**config.mk**
```make
export PLATFORM = sky130hd
export DESIGN_NAME = json_unicode_escape_to_utf8_top
export DESIGN_NICKNAME = d
export VERILOG_FILES = /design/src/rtl/jsu_pkg.sv /design/src/rtl/jsu_front.sv /design/src/rtl/jsu_queue.sv /design/src/rtl/jsu_back.sv /design/src/rtl/json_unicode_escape_to_utf8_top.sv
export SDC_FILE = /design/constraint.sdc
export NUM_CORES = 1
export LEC_CHECK = 0
export BUFFER_PORTS_ARGS = -buffer_cell sky130_fd_sc_hd__buf_2
export CAP_MARGIN = 30
export CORE_ASPECT_RATIO = 1.75
export CORE_MARGIN = 4
export CORE_UTILIZATION = 57
export DETAILED_ROUTE_END_ITERATION = 10
export GPL_TIMING_DRIVEN = 0
export HOLD_SLACK_MARGIN = 0.03
export PLACE_DENSITY = 0.76
export SLEW_MARGIN = 10
export SYNTH_ARGS = -nofsm -noshare
export SYNTH_HDL_FRONTEND = slang
export SYNTH_SLANG_ARGS = --single-unit
```
**constraint.sdc**
```tcl
create_clock -name i_clk -period 5.41 [get_ports i_clk]
set_clock_uncertainty 0.05 [all_clocks]
set_input_delay 0.2705 -clock i_clk [delete_from_list [all_inputs] [get_ports i_clk]]
set_output_delay 0.2705 -clock i_clk [all_outputs]
set_load 0.1 [all_outputs]
```
**src/rtl/jsu_pkg.sv**
```systemverilog
// Shared types and constants for the JSON unicode-escape to UTF-8 decoder.
package jsu_pkg;

    localparam int MAX_BYTES   = 6;
    localparam int QUEUE_DEPTH = 4;

    typedef logic [MAX_BYTES-1:0][7:0] t_bytes;

    // One classified input item: the bytes it produces, oldest in slot 0.
    typedef struct packed {
        t_bytes     bytes;
        logic [2:0] cnt;
        logic       last;
    } t_bundle;

endpackage

```
**src/rtl/jsu_front.sv**
```systemverilog
// Front end: escape phase tracking and per-item output byte assembly.
module jsu_front
    import jsu_pkg::*;
(
    input  logic    i_clk,
    input  logic    i_rst_n,
    input  logic    i_push,
    input  logic    [7:0] i_char_in,
    input  logic    i_last_in,
    input  logic    i_q_full,
    output logic    o_q_push,
    output t_bundle o_q_data
);

    localparam logic [7:0] CH_BSLASH = 8'h5C;
    localparam logic [7:0] CH_U      = 8'h75;
    localparam logic [7:0] CH_QUOTE  = 8'h22;
    localparam logic [7:0] CH_SLASH  = 8'h2F;

    typedef enum logic [5:0] {
        PH_PLAIN  = 6'b000001,
        PH_BSLASH = 6'b000010,
        PH_U      = 6'b000100,
        PH_D1     = 6'b001000,
        PH_D2     = 6'b010000,
        PH_D3     = 6'b100000
    } t_phase;

    function automatic logic is_hex(input logic [7:0] c);
        return (c >= 8'h30 && c <= 8'h39) || (c >= 8'h61 && c <= 8'h66) ||
               (c >= 8'h41 && c <= 8'h46);
    endfunction

    function automatic logic [3:0] hex_val(input logic [7:0] c);
        logic [7:0] v;
        if (c <= 8'h39) begin
            v = c - 8'h30;
        end else if (c >= 8'h61) begin
            v = c - 8'h57;
        end else begin
            v = c - 8'h37;
        end
        return v[3:0];
    endfunction

    function automatic logic [2:0] ph_len(input t_phase p);
        logic [2:0] n;
        unique case (p)
            PH_BSLASH: n = 3'd1;
            PH_U:      n = 3'd2;
            PH_D1:     n = 3'd3;
            PH_D2:     n = 3'd4;
            PH_D3:     n = 3'd5;
            default:   n = 3'd0;
        endcase
        return n;
    endfunction

    t_phase     r_phase, n_phase, ph_mid;
    logic [7:0] r_dig [3];
    logic [7:0] n_dig [3];
    logic       accept;
    logic       brk, do_plain, store, do_utf8;
    logic [1:0] store_idx;
    logic [15:0] cp;
    logic [7:0] mid [4];
    logic [2:0] mid_n, a_n, s_n, total;
    logic [7:0] lit_old [8];
    logic [7:0] lit_new [8];
    t_bytes     bytes;

    assign accept = i_push && !i_q_full;

    assign cp = {hex_val(r_dig[0]), hex_val(r_dig[1]), hex_val(r_dig[2]), hex_val(i_char_in)};

    always_comb begin
        brk       = 1'b0;
        do_plain  = 1'b0;
        store     = 1'b0;
        do_utf8   = 1'b0;
        store_idx = 2'd0;
        ph_mid    = PH_PLAIN;
        mid[0]    = i_char_in;
        mid[1]    = 8'h00;
        mid[2]    = 8'h00;
        mid[3]    = 8'h00;
        mid_n     = 3'd0;
        unique case (r_phase)
            PH_BSLASH: begin
                if (i_char_in == CH_U) begin
                    ph_mid = PH_U;
                end else if (i_char_in == CH_QUOTE || i_char_in == CH_BSLASH ||
                             i_char_in == CH_SLASH) begin
                    mid_n = 3'd1;
                end else begin
                    brk      = 1'b1;
                    do_plain = 1'b1;
                end
            end
            PH_U, PH_D1, PH_D2: begin
                if (is_hex(i_char_in)) begin
                    store = 1'b1;
                    if (r_phase == PH_U) begin
                        store_idx = 2'd0;
                        ph_mid    = PH_D1;
                    end else if (r_phase == PH_D1) begin
                        store_idx = 2'd1;
                        ph_mid    = PH_D2;
                    end else begin
                        store_idx = 2'd2;
                        ph_mid    = PH_D3;
                    end
                end else begin
                    brk      = 1'b1;
                    do_plain = 1'b1;
                end
            end
            PH_D3: begin
                if (is_hex(i_char_in)) begin
                    do_utf8 = 1'b1;
                end else begin
                    brk      = 1'b1;
                    do_plain = 1'b1;
                end
            end
            default: begin
                do_plain = 1'b1;
            end
        endcase

        if (do_plain) begin
            if (i_char_in == CH_BSLASH) begin
                ph_mid = PH_BSLASH;
            end else begin
                mid_n = 3'd1;
            end
        end

        if (do_utf8) begin
            if (cp < 16'h0080) begin
                mid[0] = cp[7:0];
                mid_n  = 3'd1;
            end else if (cp < 16'h0800) begin
                mid[0] = 8'hC0 | {3'b000, cp[10:6]};
                mid[1] = 8'h80 | {2'b00, cp[5:0]};
                mid_n  = 3'd2;
            end else begin
                mid[0] = 8'hE0 | {4'h0, cp[15:12]};
                mid[1] = 8'h80 | {2'b00, cp[11:6]};
                mid[2] = 8'h80 | {2'b00, cp[5:0]};
                mid_n  = 3'd3;
            end
        end
    end

    always_comb begin
        n_dig[0] = r_dig[0];
        n_dig[1] = r_dig[1];
        n_dig[2] = r_dig[2];
        if (store) begin
            n_dig[store_idx] = i_char_in;
        end
    end

    always_comb begin
        lit_old[0] = CH_BSLASH;
        lit_old[1] = CH_U;
        lit_old[2] = r_dig[0];
        lit_old[3] = r_dig[1];
        lit_old[4] = r_dig[2];
        lit_old[5] = 8'h00;
        lit_old[6] = 8'h00;
        lit_old[7] = 8'h00;
        lit_new[0] = CH_BSLASH;
        lit_new[1] = CH_U;
        lit_new[2] = n_dig[0];
        lit_new[3] = n_dig[1];
        lit_new[4] = n_dig[2];
        lit_new[5] = 8'h00;
        lit_new[6] = 8'h00;
        lit_new[7] = 8'h00;
    end

    // Output order: broken-sequence literals, then the item's own bytes,
    // then the end-of-string flush of the new phase.
    assign a_n   = brk ? ph_len(r_phase) : 3'd0;
    assign s_n   = i_last_in ? ph_len(ph_mid) : 3'd0;
    assign total = 3'(a_n + mid_n + s_n);

    always_comb begin
        logic [2:0] kk;
        logic [2:0] km;
        logic [2:0] ks;
        for (int k = 0; k < MAX_BYTES; k++) begin
            kk = 3'(k);
            km = 3'(kk - a_n);
            ks = 3'(km - mid_n);
            if (kk < a_n) begin
                bytes[k] = lit_old[kk];
            end else if (km < mid_n) begin
                bytes[k] = mid[km[1:0]];
            end else begin
                bytes[k] = lit_new[ks];
            end
        end
    end

    assign n_phase = i_last_in ? PH_PLAIN : ph_mid;

    assign o_q_push       = accept && (total != 3'd0);
    assign o_q_data.bytes = bytes;
    assign o_q_data.cnt   = total;
    assign o_q_data.last  = i_last_in;

    always_ff @(posedge i_clk) begin
        if (!i_rst_n) begin
            r_phase <= PH_PLAIN;
        end else if (accept) begin
            r_phase <= n_phase;
        end
    end

    always_ff @(posedge i_clk) begin
        if (accept && store) begin
            r_dig[store_idx] <= i_char_in;
        end
    end

endmodule

```
**src/rtl/jsu_queue.sv**
```systemverilog
// Short FIFO of classified items between front and back end.
module jsu_queue
    import jsu_pkg::*;
#(
    parameter int DEPTH = QUEUE_DEPTH
) (
    input  logic    i_clk,
    input  logic    i_rst_n,
    input  logic    i_push,
    input  t_bundle i_data,
    input  logic    i_pop,
    output logic    o_full,
    output logic    o_avail,
    output t_bundle o_data
);

    localparam int AW = (DEPTH > 1) ? $clog2(DEPTH) : 1;
    localparam int CW = $clog2(DEPTH + 1);

    t_bundle         r_mem [DEPTH];
    logic [AW-1:0]   r_wr, r_rd;
    logic [CW-1:0]   r_count;
    logic            do_push, do_pop;

    assign o_full  = (r_count == CW'(DEPTH));
    assign o_avail = (r_count != '0);
    assign o_data  = r_mem[r_rd];
    assign do_push = i_push && !o_full;
    assign do_pop  = i_pop && o_avail;

    always_ff @(posedge i_clk) begin
        if (!i_rst_n) begin
            r_wr    <= '0;
            r_rd    <= '0;
            r_count <= '0;
        end else begin
            if (do_push) begin
                r_wr <= (r_wr == AW'(DEPTH - 1)) ? '0 : AW'(r_wr + 1'b1);
            end
            if (do_pop) begin
                r_rd <= (r_rd == AW'(DEPTH - 1)) ? '0 : AW'(r_rd + 1'b1);
            end
            if (do_push && !do_pop) begin
                r_count <= CW'(r_count + 1'b1);
            end else if (do_pop && !do_push) begin
                r_count <= CW'(r_count - 1'b1);
            end
        end
    end

    always_ff @(posedge i_clk) begin
        if (do_push) begin
            r_mem[r_wr] <= i_data;
        end
    end

endmodule

```
**src/rtl/jsu_back.sv**
```systemverilog
// Back end: serializes each classified item into single output bytes.
module jsu_back
    import jsu_pkg::*;
(
    input  logic       i_clk,
    input  logic       i_rst_n,
    input  logic       i_q_avail,
    input  t_bundle    i_q_data,
    output logic       o_q_pop,
    input  logic       i_pop,
    output logic       o_empty,
    output logic [7:0] o_byte,
    output logic       o_last
);

    t_bytes     r_bytes;
    logic [2:0] r_cnt;
    logic       r_last;
    logic       take, load;

    assign take    = i_pop && (r_cnt != 3'd0);
    assign load    = i_q_avail && ((r_cnt == 3'd0) || (take && r_cnt == 3'd1));
    assign o_q_pop = load;
    assign o_empty = (r_cnt == 3'd0);
    assign o_byte  = r_bytes[0];
    assign o_last  = r_last && (r_cnt == 3'd1);

    always_ff @(posedge i_clk) begin
        if (!i_rst_n) begin
            r_cnt <= 3'd0;
        end else if (load) begin
            r_cnt <= i_q_data.cnt;
        end else if (take) begin
            r_cnt <= 3'(r_cnt - 3'd1);
        end
    end

    always_ff @(posedge i_clk) begin
        if (load) begin
            r_bytes <= i_q_data.bytes;
            r_last  <= i_q_data.last;
        end else if (take) begin
            r_bytes <= {8'h00, r_bytes[MAX_BYTES-1:1]};
        end
    end

endmodule

```
**src/rtl/json_unicode_escape_to_utf8_top.sv**
```systemverilog
// Top level of the JSON string unescaper with UTF-8 output.
//
//   channel   direction  handshake            payload
//   input     in         push / full          i_char_in[7:0], i_last_in
//   result    out        empty / pop          o_byte_out[7:0], o_last_out
//
// One input byte is accepted per cycle while the item queue has room.
// Each input byte yields 0 to 6 output bytes; while pop is held the back
// end sends one per cycle; the output byte count sets the sustained rate.
// With the back end idle, an accepted item is written to the queue and
// then loaded into the back end, which drives its first byte to the ports.
// Synchronous active-low reset empties the queue and returns to plain text.
// Input and output stall independently; the queue holds DEPTH items.
module json_unicode_escape_to_utf8_top
    import jsu_pkg::*;
#(
    parameter int DEPTH = QUEUE_DEPTH
) (
    input  logic       i_clk,
    input  logic       i_rst_n,
    input  logic       push,
    output logic       full,
    input  logic [7:0] i_char_in,
    input  logic       i_last_in,
    output logic       empty,
    input  logic       pop,
    output logic [7:0] o_byte_out,
    output logic       o_last_out
);

    logic    f_push, q_full, q_avail, q_pop;
    t_bundle f_data, q_data;

    assign full = q_full;

    jsu_front u_front (
        .i_clk     (i_clk),
        .i_rst_n   (i_rst_n),
        .i_push    (push),
        .i_char_in (i_char_in),
        .i_last_in (i_last_in),
        .i_q_full  (q_full),
        .o_q_push  (f_push),
        .o_q_data  (f_data)
    );

    jsu_queue #(
        .DEPTH (DEPTH)
    ) u_queue (
        .i_clk   (i_clk),
        .i_rst_n (i_rst_n),
        .i_push  (f_push),
        .i_data  (f_data),
        .i_pop   (q_pop),
        .o_full  (q_full),
        .o_avail (q_avail),
        .o_data  (q_data)
    );

    jsu_back u_back (
        .i_clk     (i_clk),
        .i_rst_n   (i_rst_n),
        .i_q_avail (q_avail),
        .i_q_data  (q_data),
        .o_q_pop   (q_pop),
        .i_pop     (pop),
        .o_empty   (empty),
        .o_byte    (o_byte_out),
        .o_last    (o_last_out)
    );

endmodule

```
==> flow_summary.json, run 1 <==
{
  "startpoint": "u_front.r_dig[1][0]$_DFFE_PP_",
  "power_density_mw_per_mm2": 402,
  "die_y_um": 227,
  "dieArea_mm2": 0.0301,
  "fill_cells": 1945,
  "drt-initial-drc-count": 927,
  "crit_path_end_kind": "register",
  "slew_headroom": 0.338,
  "stdcell_count": 1729,
  "io_pins": 24,
  "grt_pass1_vias": 11500,
  "ys_seq_area_frac": 0.566,
  "rows": 79,
  "finalSetupViolCount": 0,
  "outcome": "complete, no violations",
  "async_flop_share": 0,
  "synth-edff-count": 281,
  "utilization": 0.655,
  "seqCellArea_mm2": 0.00880,
  "max_freq_mhz": 189,
  "ff2ff_setup_slack_ns": 0.13,
  "clock_path_buffers": 3,
  "cp_top_family": "compound AO/OA/AOI/OAI gates",
  "cp.buffers_inverters": 4,
  "core_area_mm2": 0.0268,
  "clock_latency_ns": 0.54,
  "worstPathArrival_ns": 5.49,
  "drv_slew": 0,
  "ir_drop_uv": 364,
  "min_period_ns": 5.28,
  "path_cells": "inv_1, ha_1, o21bai_1, a211oi_4, a31oi_2, xor2_2, nor2_4, a21oi_2, ha_1, inv_1, fa_1, clkbuf_1, or2_2, buf_1, o21ai_0, and3_1, a221o_1",
  "drc": 0,
  "antenna_found_initial": 0,
  "syn_to_final_growth_pct": 12.8,
  "synth_nets": 1318,
  "cts_buffers": 27,
  "synth_cells": 1262,
  "dpl_cell_area_mm2": 0.0163,
  "finalCritPeriodShare": 0.977,
  "r2r_cells": 17,
  "num-nets-final": 1400,
  "cpPeakStageDelay_ns": 0.55,
  "avgSynthCellArea_um2": 12.3,
  "h-tree-depth": 1,
  "syn_area_mm2": 0.0156,
  "setup_slack_ns": 0.127,
  "clock-root-buffer": "clkbuf_16",
  "p_leak_nw": 6.07,
  "portBuffers": 23,
  "r2r-start": "u_front.r_dig[1][0]$_DFFE_PP_",
  "wl_per_cell_um": 28.3,
  "crit_type": "reg2reg",
  "tightest_slew_ns": 0.990,
  "rsz0062_at_grt": "yes",
  "num_vias": 11200,
  "finalPower_mw": 7.05,
  "initial_core_util": 0.581,
  "place_congestion": 1.03,
  "grt_start_max_net_pins": 50,
  "placed_cells": 1658,
  "slowest_stage": "edfxtp_1",
  "cts.sinks": 299,
  "hold_viol_final": 0,
  "detail-route-antenna-nets": 0,
  "endpoint": "u_queue.r_mem[3][42]$_DFFE_PP_",
  "ys_ff_latch": 299,
  "multi_input_area_mm2": 0.00648,
  "drive_above_1_share": 0.186,
  "cp.required_ns": 5.61,
  "crit_fanout": 10,
  "pre_cts_ws_ns": -1.81,
  "start_kind": "register",
  "maxCapViolations": 0,
  "first_pass_iters": 5,
  "synth_cell_types": 95,
  "drt_wl_total_um": 49000,
  "ys_warn_count": 0,
  "overflow": 0,
  "final_common_cell": "edfxtp_1",
  "grt_pass1_wl_um": 72700,
  "die_w_um": 133,
  "min_path_type": "in2reg",
  "final_cell_mix": "281 x edfxtp_1, 176 x nand2_1, 78 x nor2_1, 62 x a21oi_1, 52 x mux4_2",
  "track_usage": 0.330,
  "worstReg2RegEnd": "u_queue.r_mem[3][42]$_DFFE_PP_",
  "cts_tree": "yes",
  "clk_pin_slew_ns": 0.07,
  "synth_ff_type": "edfxtp_1",
  "dp_hpwl_um": 36600,
  "fin_area_mm2": 0.0175,
  "vias_per_cell": 6.50,
  "cp_num_cells": 17
}
==> routing by layer <==
metal	vias up	track usage	wire (um)
met5	-	0	0
met4	0	0.247	4480
met3	191	0.0375	2520
met2	546	0.605	26000
met1	5529	0.346	16000
li1	4981	-	-
==> registers in the layout, indices dropped and copies added, names as in the netlist, named ones only <==
register         flops
u_queue.r_mem      208
u_back.r_bytes      40
u_front.r_dig       24
u_back.o_byte        8
u_front.r_phase      6
u_back.r_cnt         3
u_queue.r_count      3
u_queue.r_rd         2
u_queue.r_wr         2
u_back.r_last        1
==> cells by family (layout without fill, tap and decap cells) <==
| kind of cell | after synthesis | count (layout) | synth area share |
|---|---|---|---|
| AOI/OAI and AO/OA | 282 | 282 | 0.125 |
| xor gates and xnor gates | 26 | 26 | 0.0179 |
| adders and majority gates | 43 | 43 | 0.0380 |
| buffers and inverters | 115 | 217 | 0.0323 |
| DFF | 299 | 299 | 0.566 |
| muxes | 75 | 75 | 0.0903 |
| other | 0 | 1 | 0 |
| and+or+nand+nor | 422 | 422 | 0.131 |
==> repair_timing <==
action | 4_1_cts | 5_1_grt
setup endpoints to repair | 403 | 110
pin swaps | 2 | 4
hold endpoints to repair | 24 | 0
hold buffers | 7 | 0
gates resized for setup | 50 | 16
buffers inserted | 3 | 9
==> final cells by class <==
type,count,share of cell area
antenna,1,0.000143
sequential,299,0.501
inverter,33,0.00742
buffer,80,0.0223
clock buffer,33,0.0398
tap,364,0.0260
multi-input combinational,848,0.369
timing repair buffer,55,0.0266
clock inverter,16,0.00692
==> power breakdown <==
group	internal, mW	switching (mW)
Sequential	3.04	0.116
Clock	0.974	0.822
Combinational	0.711	1.39
Total	4.73	2.32
==> worst min-delay path by stage <==
| stage | startpoint | slack (ns) | cells past startpoint | endpoint |
|---|---|---|---|---|
| 2_1_floorplan | i_char_in[0] | 0.32 | 0 | u_front.r_dig[0][0]$_DFFE_PP_ |
| 3_3_place_gp | u_queue.r_rd[1]$_SDFFE_PN0P_ | 0.43 | 2 | u_queue.r_rd[1]$_SDFFE_PN0P_ |
| 3_5_place_dp | u_queue.r_rd[1]$_SDFFE_PN0P_ | 0.45 | 2 | u_queue.r_rd[1]$_SDFFE_PN0P_ |
| 4_1_cts | i_char_in[3] | 0.05 | 1 | u_front.r_dig[0][3]$_DFFE_PP_ |
| 5_1_grt | i_char_in[3] | 0.06 | 1 | u_front.r_dig[0][3]$_DFFE_PP_ |
| 6_report | i_char_in[3] | 0.07 | 1 | u_front.r_dig[2][3]$_DFFE_PP_ |
==> metrics by stage <==
step | hold WS (ns) | TNS, ns
final | 0.0716 | 0
after floorplan | 0.319 | 0
after CTS | 0.0525 | 0
after global routing | 0.0588 | -0.605
after detailed placement | 0.446 | -448.45
after global placement | 0.431 | -678.80
==> Yosys cell counts (4+ instances only) <==
cell type    n  area (um^2)
o31a_1       4         35.0
fa_1         7          140
o21ai_0     53          265
and3_1       6         37.5
buf_4       10         75.1
o211ai_1    11         82.6
dfxtp_1     18          360
a211oi_1    22          165
nand4_1     13         81.3
nor2_1      81          304
or2_2        9         56.3
o21bai_1     5         37.5
nand2b_1    10         62.6
inv_1       30          113
nor3_1      28          140
and2_1      12         75.1
a22oi_1      8         60.1
nand3b_1    10         75.1
buf_1        9         33.8
o22ai_1      9         56.3
o31ai_1      4         30.0
o32a_1      13          130
o311ai_0     4         35.0
edfxtp_1   281         8440
buf_2        8         40.0
xor2_1       8         70.1
o32ai_1      4         35.0
a21o_1       5         37.5
a21boi_0     5         37.5
o221ai_1     4         35.0
or3_1        6         37.5
ha_1        36          450
nor2b_1     18          113
a31oi_1     20          125
nor3b_1      8         60.1
xnor2_1     14          123
clkbuf_1    51          191
a21oi_1     65          325
nand3_1     15         75.1
nor4_1       7         43.8
nand2_1    176          661
mux4_2      52         1170
mux2i_1     20          200
==> worst register-to-register path: cells and delay by family, from the launching register on <==
family	cells	cell delay, ns
AOI/OAI and AO/OA	6	1.38
adders and majority gates	3	1.09
buffers and inverters	4	1.03
and+or+nand+nor	3	0.56
DFF	1	0.55
xor gates and xnor gates	1	0.34
Note: power is estimated with default switching activity, not from simulation.
==> run 2: changes to the inputs <==
Settings changed: RECOVER_POWER set to 50.
==> run 2 against run 1 <==
The flow now finishes with violations (capacitance limit, slew limit). Non-clock buffer count stayed put. Highest routed layer unchanged. Clock power hardly changed. Count of clock-buffer cells in the layout stayed put. Largest cell class unchanged. Die area stayed put. Combinational power is 2% lower. Routed wire length is 0.36% higher. Utilization is 0.18 points lower. Critical path depth stayed put. Maximum frequency is 0.66% higher. Global-route usage stayed put. Largest power group unchanged. First-iteration DRC count is 2.3% higher. Critical path type unchanged. Cell count stayed put. Critical endpoint unchanged.
==> flow_summary.json, run 2 (synthesis gave the netlist of run 1 again) <==
{
  "drc": 0,
  "crit_fanout": 10,
  "start_kind": "register",
  "min_path_type": "in2reg",
  "antenna_found_initial": 0,
  "switching_share": 0.331,
  "syn_to_final_growth_pct": 12.5,
  "crit_path_end_kind": "register",
  "portBuffers": 23,
  "die_w_um": 133,
  "wl_per_cell_um": 28.4,
  "finalSetupViolCount": 0,
  "die_y_um": 227,
  "drt-initial-drc-count": 948,
  "fin_tns_setup_ns": 0,
  "crit_type": "reg2reg",
  "max_freq_mhz": 191,
  "p_int_mw": 4.69,
  "maxCapViolations": 1,
  "rsz0062_at_grt": "yes",
  "rows": 79,
  "setup_slack_ns": 0.162,
  "final_cell_mix": "281 x edfxtp_1, 176 x nand2_1, 78 x nor2_1, 69 x clkbuf_1, 62 x a21oi_1",
  "cp.required_ns": 5.61,
  "pwr-share-comb": 0.293,
  "h-tree-depth": 1,
  "core_area_mm2": 0.0268,
  "p_leak_nw": 6.00,
  "pre_cts_ws_ns": -1.81,
  "stdcell_count": 1729,
  "violations": "capacitance limit, slew limit",
  "drv_slew": 31,
  "power_frac_seq": 0.452,
  "cts_tree": "yes",
  "power.switching_mw": 2.33,
  "initial_core_util": 0.581,
  "min_period_ns": 5.25,
  "utilization": 0.653,
  "dieArea_mm2": 0.0301,
  "slew_headroom": -0.152,
  "reg_top3": "u_queue.r_mem: 208 flops, u_back.r_bytes: 40 flops, u_front.r_dig: 24 flops",
  "clk_pin_slew_ns": 0.07,
  "startpoint": "u_front.r_dig[1][0]$_DFFE_PP_",
  "clock_latency_ns": 0.54,
  "num-nets-final": 1400,
  "drive_above_1_share": 0.172,
  "num_vias": 11200,
  "first_pass_iters": 5,
  "hold_viol_final": 0,
  "overflow": 0,
  "ir_drop_uv": 356,
  "top_register": "u_queue.r_mem",
  "worstPathArrival_ns": 5.45,
  "placed_cells": 1658,
  "drt_wl_total_um": 49200,
  "grt_pass1_vias": 11500,
  "finalCritPeriodShare": 0.970,
  "grt_pass1_wl_um": 72700,
  "largest_reg_flops": 208,
  "final_common_cell": "edfxtp_1",
  "r2r-start": "u_front.r_dig[1][0]$_DFFE_PP_",
  "hold_start": "i_char_in[3]",
  "cts_buffers": 27,
  "power_density_mw_per_mm2": 401,
  "finalPower_mw": 7.02,
  "place_congestion": 1.03,
  "vias_per_cell": 6.49,
  "p_clk_frac": 0.256,
  "detail-route-antenna-nets": 0,
  "cts.sinks": 299,
  "grt_start_max_net_pins": 50,
  "clock_path_buffers": 3,
  "io_pins": 24,
  "outcome": "finished with violations",
  "clock-root-buffer": "clkbuf_16",
  "ff2ff_setup_slack_ns": 0.16,
  "track_usage": 0.330,
  "tightest_slew_ns": 1.73,
  "dp_hpwl_um": 36600
}
run 2: changes by cell type in the layout (fill, tap and decap cells not counted), sizes merged:
cell,delta
buf,-23
clkbuf,+23
run 2: final timing paths:
path | to | cells after the start
worst max-delay path | u_queue.r_mem[3][42]$_DFFE_PP_ | 17
worst min-delay path | u_front.r_dig[2][3]$_DFFE_PP_ | 1
worst max register to register | u_queue.r_mem[3][42]$_DFFE_PP_ | 17
worst min register to register | register | 2
run 2: final cells by class:
class / instances / area [um^2]
clock inverter: 16 / 121
timing repair buffer: 55 / 422
buffer: 80 / 392
antenna: 1 / 2.50
inverter: 33 / 130
tap: 364 / 455
clock buffer: 33 / 698
multi-input combinational: 848 / 6480
sequential: 299 / 8800
fill: 1957 / 9290
run 2: worst max-delay path, cell delays in order (launching register included):
cell	delay [ns]
edfxtp_1	0.55
inv_1	0.16
ha_1	0.23
o21bai_1	0.23
a211oi_4	0.15
a31oi_2	0.31
xor2_2	0.33
nor2_4	0.16
a21oi_2	0.23
ha_1	0.34
inv_1	0.18
fa_1	0.51
clkbuf_1	0.39
or2_2	0.20
buf_1	0.27
o21ai_0	0.11
and3_1	0.19
a221o_1	0.35
run 2: stage by stage:
stage / area [um^2] / hold WS (ns)
global route: 17500 / 0.221
global placement: 16100 / 0.431
detailed placement: 16300 / 0.446
finish: 17500 / 0.213
floorplan: 15600 / 0.319
CTS: 17400 / 0.0525
run 2: power groups by stage:
stage	clock, mW	sequential (mW)	combinational [mW]
after global placement	0	3.21	1.97
after floorplan	0	3.17	1.51
after CTS	1.81	3.16	2.09
after global routing	1.91	3.19	2.23
final	1.80	3.17	2.05
after detailed placement	0	3.20	2.07
run 2: repair_timing:
action | in CTS | in global routing
endpoints found under the setup margin | 403 | 110
hold buffers | 7 | 0
buffers inserted | 3 | 9
pin swaps | 2 | 4
gates resized for setup | 50 | 16
hold endpoints to repair | 24 | 0
run 2: routing by layer:
layer / wire (um) / global-route usage
met5: 0 / 0
met3: 2450 / 0.0375
met4: 4420 / 0.247
met1: 16100 / 0.346
met2: 26100 / 0.605
